$ cat config.mk
export PLATFORM = sky130hd
export DESIGN_NAME = wav_header_check_and_pcm8_convert
export DESIGN_NICKNAME = d
export VERILOG_FILES = /design/src/wavpc_pkg.sv /design/src/wavpc_parser.sv /design/src/wavpc_out_fifo.sv /design/src/wav_header_check_and_pcm8_convert.sv
export SDC_FILE = /design/constraint.sdc
export NUM_CORES = 1
export LEC_CHECK = 0
export BUFFER_PORTS_ARGS = -buffer_cell sky130_fd_sc_hd__buf_2
export CAP_MARGIN = 10
export CELL_PAD_IN_SITES_DETAIL_PLACEMENT = 0
export CELL_PAD_IN_SITES_GLOBAL_PLACEMENT = 2
export CORE_ASPECT_RATIO = 0.8
export CORE_MARGIN = 10
export CORE_UTILIZATION = 38
export CTS_CLUSTER_SIZE = 12
export DETAILED_ROUTE_END_ITERATION = 10
export HOLD_SLACK_MARGIN = 0.12
export PLACE_DENSITY_LB_ADDON = 0.1
export SYNTH_ARGS = -nofsm -noshare
export SYNTH_HDL_FRONTEND = slang
export SYNTH_SLANG_ARGS = --single-unit
$ cat constraint.sdc
create_clock -name clock -period 6.2 [get_ports clock]
set_input_delay 1.24 -clock clock [delete_from_list [all_inputs] [get_ports clock]]
set_output_delay 1.24 -clock clock [all_outputs]
set_load 0.02 [all_outputs]
$ cat src/wavpc_pkg.sv
`timescale 1ns / 1ps

package wavpc_pkg;

   localparam int OUT_DEPTH  = 4;
   localparam int RATE_WIDTH = 19;

   typedef enum logic [1:0] {
      KIND_SAMPLE = 2'd0,
      KIND_HEADER = 2'd1,
      KIND_ERROR  = 2'd2
   } kind_type;

   typedef enum logic [3:0] {
      ERR_NONE     = 4'd0,
      ERR_RIFF     = 4'd1,
      ERR_WAVE     = 4'd2,
      ERR_FMT      = 4'd3,
      ERR_FMT_SIZE = 4'd4,
      ERR_FORMAT   = 4'd5,
      ERR_CHANNELS = 4'd6,
      ERR_RATE     = 4'd7,
      ERR_DATA_TAG = 4'd8,
      ERR_SHORT    = 4'd9
   } err_type;

   typedef struct packed {
      kind_type    kind;
      logic [7:0]  sample_value;
      err_type     error_code;
      logic [31:0] sample_count;
      logic        last;
   } result_type;

   // up to two results per input item; count says how many are valid
   typedef struct packed {
      result_type  r0;
      result_type  r1;
      logic [1:0]  count;
   } push_type;

endpackage

$ cat src/wavpc_parser.sv
`timescale 1ns / 1ps

module wavpc_parser (
   input  logic                              clock,
   input  logic                              reset,
   input  logic                              accept,
   input  logic [7:0]                        data_byte,
   input  logic                              end_of_stream,
   input  logic [wavpc_pkg::RATE_WIDTH-1:0]  required_rate,
   output wavpc_pkg::push_type               push
);

   typedef enum logic [2:0] {
      PH_HEADER = 3'b001,
      PH_DATA   = 3'b010,
      PH_SKIP   = 3'b100
   } phase_type;

   localparam logic [31:0] TAG_RIFF = 32'h4646_4952;
   localparam logic [31:0] TAG_WAVE = 32'h4556_4157;
   localparam logic [31:0] TAG_FMT  = 32'h2074_6D66;
   localparam logic [31:0] TAG_DATA = 32'h6174_6164;
   localparam logic [31:0] FMT_SIZE = 32'd16;
   localparam logic [7:0]  MSB_FLIP = 8'h80;

   localparam logic [5:0] OFS_RIFF     = 6'd3;
   localparam logic [5:0] OFS_WAVE     = 6'd11;
   localparam logic [5:0] OFS_FMT      = 6'd15;
   localparam logic [5:0] OFS_FMT_SIZE = 6'd19;
   localparam logic [5:0] OFS_FORMAT   = 6'd21;
   localparam logic [5:0] OFS_CHANNELS = 6'd23;
   localparam logic [5:0] OFS_RATE     = 6'd27;
   localparam logic [5:0] OFS_BITS     = 6'd35;
   localparam logic [5:0] OFS_DATA_TAG = 6'd39;
   localparam logic [5:0] OFS_LAST     = 6'd43;

   phase_type   phase_ff, phase_in;
   logic [5:0]  offset_ff, offset_in;
   logic [31:0] shift_ff, shift_in;
   logic        eight_ff, eight_in;
   logic [31:0] left_ff, left_in;
   logic        odd_ff, odd_in;

   wavpc_pkg::err_type    err;
   wavpc_pkg::result_type res0, res1, none, short_res;
   logic [1:0]            n;
   logic [15:0]           half;
   logic [31:0]           cnt;
   logic [31:0]           rate_ext;
   logic                  have;

   always_comb begin
      none         = '0;
      none.kind    = wavpc_pkg::KIND_SAMPLE;
      none.error_code = wavpc_pkg::ERR_NONE;
      short_res    = none;
      short_res.kind       = wavpc_pkg::KIND_ERROR;
      short_res.error_code = wavpc_pkg::ERR_SHORT;
      short_res.last       = 1'b1;

      phase_in  = phase_ff;
      offset_in = offset_ff;
      shift_in  = shift_ff;
      eight_in  = eight_ff;
      left_in   = left_ff;
      odd_in    = odd_ff;
      res0      = none;
      res1      = none;
      n         = 2'd0;
      err       = wavpc_pkg::ERR_NONE;
      have      = 1'b0;
      rate_ext  = {{(32-wavpc_pkg::RATE_WIDTH){1'b0}}, required_rate};
      half      = 16'd0;
      cnt       = 32'd0;

      case (phase_ff)
         PH_HEADER: begin
            shift_in = {data_byte, shift_ff[31:8]};
            half     = shift_in[31:16];
            case (offset_ff)
               OFS_RIFF:     if (shift_in != TAG_RIFF) err = wavpc_pkg::ERR_RIFF;
               OFS_WAVE:     if (shift_in != TAG_WAVE) err = wavpc_pkg::ERR_WAVE;
               OFS_FMT:      if (shift_in != TAG_FMT) err = wavpc_pkg::ERR_FMT;
               OFS_FMT_SIZE: if (shift_in != FMT_SIZE) err = wavpc_pkg::ERR_FMT_SIZE;
               OFS_FORMAT:   if (half != 16'd1) err = wavpc_pkg::ERR_FORMAT;
               OFS_CHANNELS: if (half != 16'd1) err = wavpc_pkg::ERR_CHANNELS;
               OFS_RATE:     if (shift_in != rate_ext) err = wavpc_pkg::ERR_RATE;
               OFS_BITS:     eight_in = (half == 16'd8);
               OFS_DATA_TAG: if (shift_in != TAG_DATA) err = wavpc_pkg::ERR_DATA_TAG;
               default:      err = wavpc_pkg::ERR_NONE;
            endcase
            cnt = eight_ff ? shift_in : {1'b0, shift_in[31:1]};
            if (err != wavpc_pkg::ERR_NONE) begin
               res0.kind       = wavpc_pkg::KIND_ERROR;
               res0.error_code = err;
               res0.last       = 1'b1;
               n               = 2'd1;
               phase_in        = PH_SKIP;
            end else if (offset_ff >= OFS_LAST) begin
               res0.kind         = wavpc_pkg::KIND_HEADER;
               res0.sample_count = cnt;
               res0.last         = (cnt == 32'd0);
               n                 = 2'd1;
               left_in           = cnt;
               odd_in            = 1'b0;
               phase_in          = (cnt == 32'd0) ? PH_SKIP : PH_DATA;
            end else begin
               offset_in = offset_ff + 6'd1;
            end
         end
         PH_DATA: begin
            have   = eight_ff || odd_ff;
            odd_in = eight_ff ? odd_ff : ~odd_ff;
            if (have) begin
               res0.kind         = wavpc_pkg::KIND_SAMPLE;
               res0.sample_value = eight_ff ? data_byte : (data_byte ^ MSB_FLIP);
               res0.last         = (left_ff == 32'd1);
               n                 = 2'd1;
               left_in           = left_ff - 32'd1;
               if (left_ff == 32'd1) begin
                  phase_in = PH_SKIP;
               end
            end
         end
         default: begin
            phase_in = PH_SKIP;
         end
      endcase

      if (end_of_stream) begin
         if ((phase_ff != PH_SKIP) && (phase_in != PH_SKIP)) begin
            if (n == 2'd0) begin
               res0 = short_res;
            end else begin
               res1 = short_res;
            end
            n = n + 2'd1;
         end
         phase_in  = PH_HEADER;
         offset_in = 6'd0;
         shift_in  = 32'd0;
         eight_in  = 1'b0;
         left_in   = 32'd0;
         odd_in    = 1'b0;
      end

      push.r0    = res0;
      push.r1    = res1;
      push.count = accept ? n : 2'd0;
   end

   always_ff @(posedge clock) begin
      if (reset) begin
         phase_ff  <= PH_HEADER;
         offset_ff <= 6'd0;
         shift_ff  <= 32'd0;
         eight_ff  <= 1'b0;
         left_ff   <= 32'd0;
         odd_ff    <= 1'b0;
      end else if (accept) begin
         phase_ff  <= phase_in;
         offset_ff <= offset_in;
         shift_ff  <= shift_in;
         eight_ff  <= eight_in;
         left_ff   <= left_in;
         odd_ff    <= odd_in;
      end
   end

   // two results only when the stream ends on this item
   a_two_needs_eos: assert property (@(posedge clock) disable iff (reset)
      (push.count == 2'd2) |-> (end_of_stream && (push.r1.error_code == wavpc_pkg::ERR_SHORT)))
      else $error("second result without end of stream");

   a_data_has_samples: assert property (@(posedge clock) disable iff (reset)
      (phase_ff == PH_DATA) |-> (left_ff != 32'd0))
      else $error("data phase with no samples left");

   a_offset_range: assert property (@(posedge clock) disable iff (reset)
      (phase_ff == PH_HEADER) |-> (offset_ff <= OFS_LAST))
      else $error("header offset out of range");

endmodule

$ cat src/wavpc_out_fifo.sv
`timescale 1ns / 1ps

module wavpc_out_fifo #(
   parameter int DEPTH = wavpc_pkg::OUT_DEPTH
) (
   input  logic                   clock,
   input  logic                   reset,
   input  wavpc_pkg::push_type    push,
   input  logic                   pop,
   output logic                   full2,
   output logic                   not_empty,
   output wavpc_pkg::result_type  head
);

   localparam int PW = (DEPTH > 1) ? $clog2(DEPTH) : 1;
   localparam int CW = $clog2(DEPTH + 1);
   localparam logic [PW-1:0] LAST_PTR = PW'(DEPTH - 1);

   wavpc_pkg::result_type mem [DEPTH];

   logic [PW-1:0] rd_ff, rd_in, wr_ff, wr_in, wr_next;
   logic [CW-1:0] cnt_ff, cnt_in;
   logic          do_pop;

   function automatic logic [PW-1:0] bump(input logic [PW-1:0] p);
      bump = (p == LAST_PTR) ? '0 : p + PW'(1);
   endfunction

   always_comb begin
      do_pop   = pop && (cnt_ff != '0);
      wr_next  = bump(wr_ff);
      rd_in    = do_pop ? bump(rd_ff) : rd_ff;
      case (push.count)
         2'd1:    wr_in = wr_next;
         2'd2:    wr_in = bump(wr_next);
         default: wr_in = wr_ff;
      endcase
      cnt_in = CW'({1'b0, cnt_ff} + (CW+1)'(push.count) - (CW+1)'(do_pop));
   end

   always_ff @(posedge clock) begin
      if (push.count != 2'd0) begin
         mem[wr_ff] <= push.r0;
      end
      if (push.count == 2'd2) begin
         mem[wr_next] <= push.r1;
      end
   end

   always_ff @(posedge clock) begin
      if (reset) begin
         rd_ff  <= '0;
         wr_ff  <= '0;
         cnt_ff <= '0;
      end else begin
         rd_ff  <= rd_in;
         wr_ff  <= wr_in;
         cnt_ff <= cnt_in;
      end
   end

   assign full2     = ({1'b0, cnt_ff} > (CW+1)'(DEPTH - 2));
   assign not_empty = (cnt_ff != '0);
   assign head      = mem[rd_ff];

   a_no_overflow: assert property (@(posedge clock) disable iff (reset)
      ({1'b0, cnt_ff} + (CW+1)'(push.count)) <= (CW+1)'(DEPTH) + (CW+1)'(do_pop))
      else $error("result queue overflow");

   a_count_tracks: assert property (@(posedge clock) disable iff (reset)
      (cnt_ff == '0) && (push.count == 2'd0) |=> (cnt_ff == '0))
      else $error("queue fill moved without a push");

   a_ptr_gap: assert property (@(posedge clock) disable iff (reset)
      (cnt_ff == '0) |-> (rd_ff == wr_ff))
      else $error("empty queue with pointers apart");

endmodule

$ cat src/wav_header_check_and_pcm8_convert.sv
`timescale 1ns / 1ps
// A result enters the result queue when its byte is taken. Throughput: one byte
// per cycle while two queue slots are free (else req_stall); a byte that ends
// the stream may add a second result, which queues behind the first.
// Reset (synchronous): parser rearmed for a new file, result queue emptied,
// required rate set to 8000.

module wav_header_check_and_pcm8_convert #(
   parameter int OUT_DEPTH = wavpc_pkg::OUT_DEPTH
) (
   input  logic                              clock,
   input  logic                              reset,
   input  logic                              req_valid,
   output logic                              req_stall,
   input  logic [7:0]                        req_data_byte,
   input  logic                              req_end_of_stream,
   output logic                              rsp_valid,
   input  logic                              rsp_stall,
   output logic [1:0]                        rsp_result_kind,
   output logic [7:0]                        rsp_sample_value,
   output logic [3:0]                        rsp_error_code,
   output logic [31:0]                       rsp_sample_count,
   output logic                              rsp_last,
   input  logic                              csr_wr_en,
   input  logic [wavpc_pkg::RATE_WIDTH-1:0]  csr_wr_data
);

   localparam logic [wavpc_pkg::RATE_WIDTH-1:0] RATE_RESET = wavpc_pkg::RATE_WIDTH'(8000);

   logic [wavpc_pkg::RATE_WIDTH-1:0] rate_ff;
   logic                             accept;
   logic                             full2;
   wavpc_pkg::push_type              push;
   wavpc_pkg::result_type            head;

   always_ff @(posedge clock) begin
      if (reset) begin
         rate_ff <= RATE_RESET;
      end else if (csr_wr_en) begin
         rate_ff <= csr_wr_data;
      end
   end

   assign req_stall = full2;
   assign accept    = req_valid && !full2;

   wavpc_parser u_parser (
      .clock         (clock),
      .reset         (reset),
      .accept        (accept),
      .data_byte     (req_data_byte),
      .end_of_stream (req_end_of_stream),
      .required_rate (rate_ff),
      .push          (push)
   );

   wavpc_out_fifo #(
      .DEPTH (OUT_DEPTH)
   ) u_out_fifo (
      .clock     (clock),
      .reset     (reset),
      .push      (push),
      .pop       (!rsp_stall),
      .full2     (full2),
      .not_empty (rsp_valid),
      .head      (head)
   );

   assign rsp_result_kind  = head.kind;
   assign rsp_sample_value = head.sample_value;
   assign rsp_error_code   = head.error_code;
   assign rsp_sample_count = head.sample_count;
   assign rsp_last         = head.last;

endmodule
* Yosys cells after proc, flatten, opt, wreduce, memory -nomap -nowiden *
Memory sizes are Yosys's and may differ from the RTL's. A register that Yosys moved wholly into a read port is not among the register bits.
Cells that the tools add are included.

word-level totals
  bits in registers = 101
  memory bits (writable) = 188
  bits of input ports = 33
  output and inout port bits = 49
  logic and storage cells = 148
  memories = 1

cells by class
  $add $sub $neg = 8
  order comparisons = 2
  equal/unequal tests = 33
  mux-type cells = 72
  bitwise operators = 2
  reduce and logical (&&, ||, !) cells = 20

memories
  name            words  width  read ports  clocked after Yosys merged registers in  wr ports  RTL line              text
  u_out_fifo.mem  4      47     1           1                                        2         wavpc_out_fifo.sv:19  wavpc_pkg::result_type mem [DEPTH];

operators by type and width
  cell                   count
  $mux 47                6
  $mux 32                8
  $ne 32x31->1 const B   3
  $pmux 32 s2            1
  $mux 36                1
  $mux 33                1
  $eq 32x1->1 const B    1
  $logic_not 32->1       1
  $ne 32x19->1           1
  $ne 32x30->1 const B   1
  $ne 32x5->1 const B    1
  $pmux 4 s8             1
  $sub 32x1->32 const B  1
  $mux 3                 10
  $eq 6x5->1 const B     4
  $mux 2                 12
  $mux 6                 4
  $mux 8                 3
  $eq 16x4->1 const B    1
  $mux 1                 16
  $ne 16x1->1 const B    1
  $eq 6x4->1 const B     2
  $eq 6x6->1 const B     2
  $mux 4                 3
  29 further kinds       52

* Depth between registers and ports, before layout *
Gate-level depths: netlist of the first run.

  depth in word-level cells = 15
  mapped depth = 20
  mapped depth without buffers = 19

* Modules after synthesis *
Synthesis of the first run repeated with hierarchy kept, for this count alone.

unflattened totals
  cell total of the unflattened synthesis = 1326
  area, all modules = 16005.4 um2

modules (own cells, without submodules)
  module                             instances  cells each  area an instance (um2)  seq. area each (um2)
  wavpc_out_fifo                     1          522         9948.3                  5825.6
  wavpc_parser                       1          741         5333.9                  1341.3
  wav_header_check_and_pcm8_convert  1          63          723.2                   380.4

* Worst setup path before layout of the first run *
OpenSTA, ideal clock, no wires.

  path kind = input to register
  start = input req_data_byte[4]
  end = memory u_out_fifo.mem[1][0] (netlist name) (enable)
  arrival = 5208 ps
  required time = 5931 ps
  path slack = 724 ps
  stages = 16
  path buffers = 3
  path through = buf_6 > or4_4 > or4_4 > nor4_4 > o21ai_2 > or2_4 > o31ai_1 > nand3_1 > ha_1 > nand2b_1 > o211ai_1 > ha_1 > clkbuf_1 > a21oi_1 > clkbuf_1 > inv_1

RTL lines
  item             RTL line                                 text
  start, declared  wav_header_check_and_pcm8_convert.sv:15  input logic [7:0] req_data_byte,
  end, declared    wavpc_out_fifo.sv:19

==> results.json, run 1 <==
{
  "outcome": "complete, no violations",
  "hp-class": "reg -> reg",
  "setup_slack_ns": 0.9482,
  "slew_violations": 0,
  "numCtsBuffers": 31,
  "wl_um": 42530,
  "synthArstFlopShare": 0,
  "postPlaceCellArea_sq_um": 14010,
  "grt_max_degree": 64,
  "tightest_slew_ns": 1.073,
  "worstPathCellList": "buf_2 > or4_4 > or4_4 > nor4_4 > o21ai_2 > or2_4 > o31ai_1 > nand3_1 > ha_1 > nand2b_1 > o211ai_1 > ha_1 > nand2_1 > nand2_1 > buf_4 > o21ai_0",
  "sequentialPowerShare": 0.437,
  "track_usage": 0.1963,
  "clk_pin_slew_ns": 0.06,
  "hpwl_um": 28390,
  "synth_top_cell_area_share": 0.4071,
  "crit_required_ns": 6.50,
  "cp_top_family": "simple AND/OR/NAND/NOR gates",
  "rows": 60,
  "antenna_found_initial": 0,
  "die_area_sq_um": 42430,
  "layout_commonest_cell": "dfxtp_1",
  "synth.area.top_cells": "dfxtp_1, mux4_2, o21ai_0, nand2_1, edfxtp_1",
  "p_int_mw": 3.247,
  "grt_pass1_vias": 10730,
  "synth_cells": 1446,
  "hold_buffers": 0,
  "drcViolationCount": 0,
  "regArea_sq_um": 5832,
  "antenna_left": 0,
  "port_buffers": 81,
  "gp_congestion": 0.8370,
  "cts-root-buf": "clkbuf_16",
  "drt_iter0_drc": 820,
  "finalSetupViolations": 0,
  "viasPerCell": 5.565,
  "grt_overflow": 0,
  "power.leakage_nw": 5.535,
  "die_y_um": 186.3,
  "insertion_delay_ns": 0.58,
  "ios": 82,
  "tns_ns": 0,
  "power_mw": 4.475,
  "num-fill-cells": 3358,
  "crit_path_max_incr_delay_ns": 0.57,
  "grt_pass1_wl_um": 66240,
  "initial_utilization": 0.3878,
  "synth_warnings": 0,
  "cp_max_fo": 34,
  "maxCapViolCount": 0,
  "power_density_nw_per_um2": 297.3,
  "synth-edff-count": 16,
  "area_growth_pct": 14.66,
  "p_switching_mw": 1.228,
  "crit_slowest_cell": "or4_4",
  "most-common-layout-cells": "dfxtp_1, nand2_1, o21ai_0",
  "ys_ff_latch": 283,
  "antenna_cells": 0,
  "synth_area_per_cell_sq_um": 9.080,
  "cts.sinks": 283,
  "fin_crit_ns": 5.252,
  "end_kind": "flop",
  "clk_path_buf_depth": 3,
  "cts_tree": "built",
  "clock_skew_ns": 0.01674,
  "core-area_sq_um": 33860,
  "yosysSeqAreaShare": 0.4437,
  "wire_per_inst_um": 21.65,
  "synthDistinctLibCells": 71,
  "cp.arrival_ns": 5.55,
  "cp-start-kind": "input port",
  "design_area_sq_um": 15050,
  "die_w_um": 227.8,
  "finalHoldViolCount": 0,
  "layout.nets": 1529,
  "clkPwrFrac": 0.424,
  "ir_worst_vdd_mv": 0.2363,
  "worstSetupPathType": "in -> reg",
  "layout-drive-gt1-share": 0.1741,
  "crit_buf_inv": 2,
  "worst_slew_margin_rel": 0.2823,
  "postCtsSetupRepairBufs": 0,
  "synthesis.nets": 1499,
  "post-place-ws_ns": 0.4185,
  "drt-pass1-iter-count": 7,
  "finalCritPeriodShare": 0.8471,
  "htree_levels": 1,
  "p_sw_frac": 0.2745,
  "fmax_mhz": 190.4,
  "synthFlopType": "dfxtp_1",
  "multi_input_area_sq_um": 6844,
  "comb_power_share": 0.139,
  "vias": 10930,
  "cts_resized": 0,
  "rsz0062_at_grt": "false",
  "synth_area_leader_cell": "dfxtp_1",
  "netlist_area_sq_um": 13130
}
==> metal layers <==
layer	track usage	vias to the layer above	wire, um
met5	0	-	0
met4	0.04045	0	756
met3	0.03150	54	2106
met2	0.3155	280	18960
met1	0.2743	5328	20710
li1	-	5268	-
==> path summary, 6_finish.rpt <==
check                                     startpoint                            endpoint  slack (ns)  cells past startpoint
setup / recovery                    req_data_byte[1]     u_out_fifo.mem[3][36]$_DFFE_PP_        0.95                     16
setup reg to reg  u_parser.shift_ff[16]$_SDFFE_PP0P_     u_out_fifo.mem[3][36]$_DFFE_PP_        1.17                     15
hold reg to reg   u_out_fifo.mem[3][45]$_SDFFE_PP0P_  u_out_fifo.mem[3][45]$_SDFFE_PP0P_        0.44                      2
hold / removal    u_out_fifo.mem[3][45]$_SDFFE_PP0P_  u_out_fifo.mem[3][45]$_SDFFE_PP0P_        0.44                      2
==> tightest hold or removal path: cells and delay by family (launching register included) <==
kind | cells | cell delay (ns)
DFF | 1 | 0.31
and+or+nand+nor | 2 | 0.09
==> flip-flops by register name, summed over array words and instances, names as in the netlist, named ones only <==
signal and cells:
rate_ff 19, u_out_fifo.cnt_ff 3, u_out_fifo.mem 188, u_out_fifo.rd_ff 2, u_out_fifo.wr_ff 2, u_parser.eight_ff 1, u_parser.left_ff 32, u_parser.odd_ff 1
u_parser.offset_ff 6, u_parser.phase_ff 3, u_parser.shift_ff 24
==> metrics by stage <==
stage	instances	hold slack [ns]	utilization
after floorplan	1446	0.4180	-
after global placement	1908	0.4299	0.4139
final	1964	0.4418	0.4446
after detailed placement	1908	0.4359	0.4139
after CTS	1964	0.4460	0.4446
after global routing	1964	0.4608	0.4446
==> Yosys cell counts (all sizes together) (3+ instances only) <==
| cell type | number |
|---|---|
| a2111oi | 4 |
| a211o | 11 |
| a211oi | 6 |
| a21o | 3 |
| a21oi | 52 |
| a22o | 32 |
| a22oi | 33 |
| a31oi | 7 |
| a32o | 4 |
| and2 | 12 |
| and3 | 3 |
| buf | 16 |
| clkbuf | 99 |
| dfxtp | 267 |
| edfxtp | 16 |
| ha | 19 |
| inv | 21 |
| mux2 | 29 |
| mux2i | 19 |
| mux4 | 47 |
| nand2 | 224 |
| nand2b | 4 |
| nand3 | 20 |
| nand3b | 6 |
| nand4 | 17 |
| nor2 | 119 |
| nor2b | 19 |
| nor3 | 33 |
| nor3b | 4 |
| nor4 | 23 |
| nor4b | 3 |
| o211ai | 3 |
| o21ai | 177 |
| o31ai | 7 |
| o41ai | 4 |
| or2 | 7 |
| or3 | 5 |
| or4 | 12 |
| xnor2 | 22 |
| xor2 | 9 |
==> power by group through the flow <==
| stage | registers [mW] | logic [mW] | clock network (mW) |
|---|---|---|---|
| final | 1.96 | 0.622 | 1.90 |
| after global routing | 1.96 | 0.684 | 2.02 |
| after CTS | 1.96 | 0.627 | 1.95 |
| after detailed placement | 2.00 | 0.625 | 0 |
| after global placement | 2.00 | 0.625 | 0 |
| after floorplan | 1.95 | 0.460 | 0 |
==> layout make-up <==
class,instances,share of cell area
Multi-Input combinational cell,1027,0.4546
Sequential cell,283,0.3874
Clock buffer,46,0.06067
Timing Repair Buffer,112,0.04488
Tap cell,465,0.03865
Clock inverter,10,0.008561
Inverter,21,0.005236
==> kinds of logic after synthesis <==
logic type / Yosys count / share of synthesized area
AO/OA/AOI/OAI: 360 / 0.1690
flip-flops: 283 / 0.4437
buffers and inverters: 136 / 0.03955
AND/OR/NAND/NOR: 521 / 0.1875
multiplexers: 95 / 0.1200
adder cells (fa/ha/maj): 20 / 0.01963
XOR/XNOR: 31 / 0.02068
No activity file was read; power rests on OpenSTA's default activity.
==> run 2: changes to the inputs <==
ABC_AREA = 1   (was unset)
CORE_UTILIZATION = 31   (was 38)
clock period = 4.3 ns   (was 6.2 ns; I/O delays follow)
==> run 2 against run 1 <==
Against the previous run:
- cell count rose by 39%
- sequential cell count unchanged
- critical path depth rose by 2
- combinational power grew to 3.8 times the previous value
- non-clock buffer count rose by 46
- utilization fell by 7.3 points
- sequential share of layout area fell by 3.5 points
- clock-buffer cell count increased by 4
- sequential power rose by 45%
- global-route usage rose by 0.73 points
- first-iteration DRC count up 36%
- hold slack better by 0.034 ns
==> results.json, run 2 <==
{
  "numCtsBuffers": 35,
  "synth_warnings": 0,
  "yosysMostFrequentCell": "nand2_1",
  "outcome": "complete, no violations",
  "end_kind": "flop",
  "synth-edff-count": 16,
  "layout.nets": 2151,
  "cts-root-buf": "clkbuf_16",
  "synthDistinctLibCells": 45,
  "die_w_um": 257.9,
  "grt_use_met2": 0.3006,
  "setup_slack_ns": 0.2371,
  "busiest_layer": "met1",
  "tns_ns": 0,
  "drt_iter0_drc": 1119,
  "synth_area_per_cell_sq_um": 6.904,
  "synth.area.top_cells": "dfxtp_1, o21ai_0, nand2_1, nand3_1, nor2_1",
  "synthArstFlopShare": 0,
  "synth_mux_area_frac": 0,
  "most-common-layout-cells": "nand2_1, o21ai_0, dfxtp_1",
  "gp_congestion": 0.8648,
  "fin_crit_ns": 4.063,
  "drcViolationCount": 0,
  "grt_max_degree": 71,
  "viasPerCell": 5.239,
  "worstSetupPathType": "reg -> reg",
  "cp_max_fo": 6,
  "clock_skew_ns": 0.01941,
  "insertion_delay_ns": 0.55,
  "vias": 14280,
  "slew_violations": 0,
  "tightest_slew_ns": 1.006,
  "drt-pass1-iter-count": 5,
  "hp-class": "reg -> reg",
  "initial_utilization": 0.3151,
  "grt_pass1_vias": 13360,
  "synth_cells": 2033,
  "wl_um": 56900,
  "cts.sinks": 283,
  "cts_tree": "built",
  "track_usage": 0.2037,
  "ir_worst_vdd_mv": 0.3097,
  "wire_per_inst_um": 20.87,
  "core-area_sq_um": 44550,
  "power_density_nw_per_um2": 493.2,
  "maxCapViolCount": 0,
  "rows": 69,
  "met1_usage": 0.3053,
  "synth_area_leader_cell": "dfxtp_1",
  "ys_ff_latch": 283,
  "synthFlopType": "dfxtp_1",
  "synth-compound-area-share": 0.2014,
  "layout_commonest_cell": "nand2_1",
  "layout-drive-gt1-share": 0.1328,
  "regMostFlops": "u_out_fifo.mem",
  "power.leakage_nw": 6.585,
  "gr-usage-met3": 0.02746,
  "cp-start-kind": "flop",
  "hpwl_um": 38520,
  "antenna_cells": 0,
  "post_synth_and_or_nand_nor_area_fraction": 0.2812,
  "synthAdderAreaFrac": 0.01836,
  "synth_top_family_by_area": "simple AND/OR/NAND/NOR gates",
  "ios": 82,
  "netlist_area_sq_um": 14040,
  "cp.arrival_ns": 4.46,
  "clk_path_buf_depth": 3,
  "htree_levels": 2,
  "area_growth_pct": 17.84,
  "yosysSeqAreaShare": 0.4150,
  "grt_overflow": 0,
  "antenna_found_initial": 1,
  "crit_required_ns": 4.69,
  "largest_reg_flops": 188,
  "finalCritPeriodShare": 0.9449,
  "die_y_um": 210.3,
  "worst_slew_margin_rel": 0.3250,
  "fmax_mhz": 246.1,
  "port_buffers": 81,
  "clk_pin_slew_ns": 0.06,
  "antenna_left": 0,
  "die_area_sq_um": 54240,
  "post-place-ws_ns": -0.004770,
  "synthesis.nets": 2086,
  "finalHoldViolCount": 0,
  "synth_top_cell_area_share": 0.3808,
  "grt_pass1_wl_um": 86090,
  "hold_buffers": 0,
  "finalSetupViolations": 0,
  "synth_xor_area_frac": 0.01061,
  "reg.largest.list": "u_out_fifo.mem x188, u_parser.left_ff x32, u_parser.shift_ff x24",
  "ys_top_cells_by_count": "nand2_1, o21ai_0, dfxtp_1, nor2_1, nand3_1"
}
-- run 2: cell type report --
class | count | area (sq um)
fillers | 4884 | 28010
well taps | 603 | 754.5
clock inverters | 12 | 105.1
repair buffers | 158 | 1121
inverters | 134 | 504.2
flip-flops and latches | 283 | 5829
clock buffers | 50 | 1013
multi-input cells | 1486 | 7212
-- run 2: timing repair --
item                                    4_1_cts  5_1_grt
setup buffers                                 0        0
endpoints found under the setup margin        0      144
gates resized for setup                       0        5
-- run 2: path summary, 6_finish.rpt --
check	startpoint	endpoint	slack [ns]	cells after the start
worst max-delay path	u_parser.eight_ff$_SDFFE_PP0P_	u_out_fifo.cnt_ff[2]$_SDFF_PP0_	0.24	18
worst min-delay path	u_out_fifo.mem[1][42]$_SDFFE_PP0P_	u_out_fifo.mem[1][42]$_SDFFE_PP0P_	0.48	2
worst max register to register	u_parser.eight_ff$_SDFFE_PP0P_	u_out_fifo.cnt_ff[2]$_SDFF_PP0_	0.24	18
worst min register to register	u_out_fifo.mem[1][42]$_SDFFE_PP0P_	u_out_fifo.mem[1][42]$_SDFFE_PP0P_	0.48	2
-- run 2: kinds of logic after synthesis --
logic type,count (synthesis)
flops,283
compound gates,534
xor+xnor,17
simple gates,915
buf+inv,264
fa+ha+maj,20
-- run 2: worst max-delay path, cell delays in order (launching register included) --
cell	delay, ns
dfxtp_2	0.36
o21ai_0	0.78
nand2_1	0.11
nor2_1	0.18
nand2_1	0.16
nor2_1	0.15
nand3_1	0.09
a31oi_1	0.22
nand2_1	0.10
ha_1	0.30
a22oi_1	0.30
ha_1	0.29
inv_1	0.06
ha_1	0.13
inv_1	0.04
fa_1	0.36
xor2_1	0.16
inv_1	0.06
nor2_1	0.03
-- run 2: metal layers --
| layer | wire (um) | vias up |
|---|---|---|
| met2 | 23790 | 362 |
| met4 | 937 | 0 |
| met1 | 29300 | 6883 |
| met5 | 0 | - |
| met3 | 2869 | 55 |
| li1 | - | 6982 |
-- run 2: stage by stage --
step	area [sq um]	cells	power (mW)	util	hold slack, ns
final	16540	2726	8.158	0.3713	0.4757
after global routing	16540	2726	8.589	0.3713	0.5034
after CTS	16530	2726	8.245	0.3711	0.4801
after detailed placement	15410	2664	5.276	0.3460	0.4659
after global placement	15410	2664	5.298	0.3460	0.4573
after floorplan	14040	2033	4.333	-	0.4444
-- run 2: where the power goes --
part / switching [mW] / total, mW / internal, mW
registers: 0.0959 / 2.84 / 2.74
logic: 1.68 / 2.38 / 0.692
clock network: 1.24 / 2.95 / 1.71
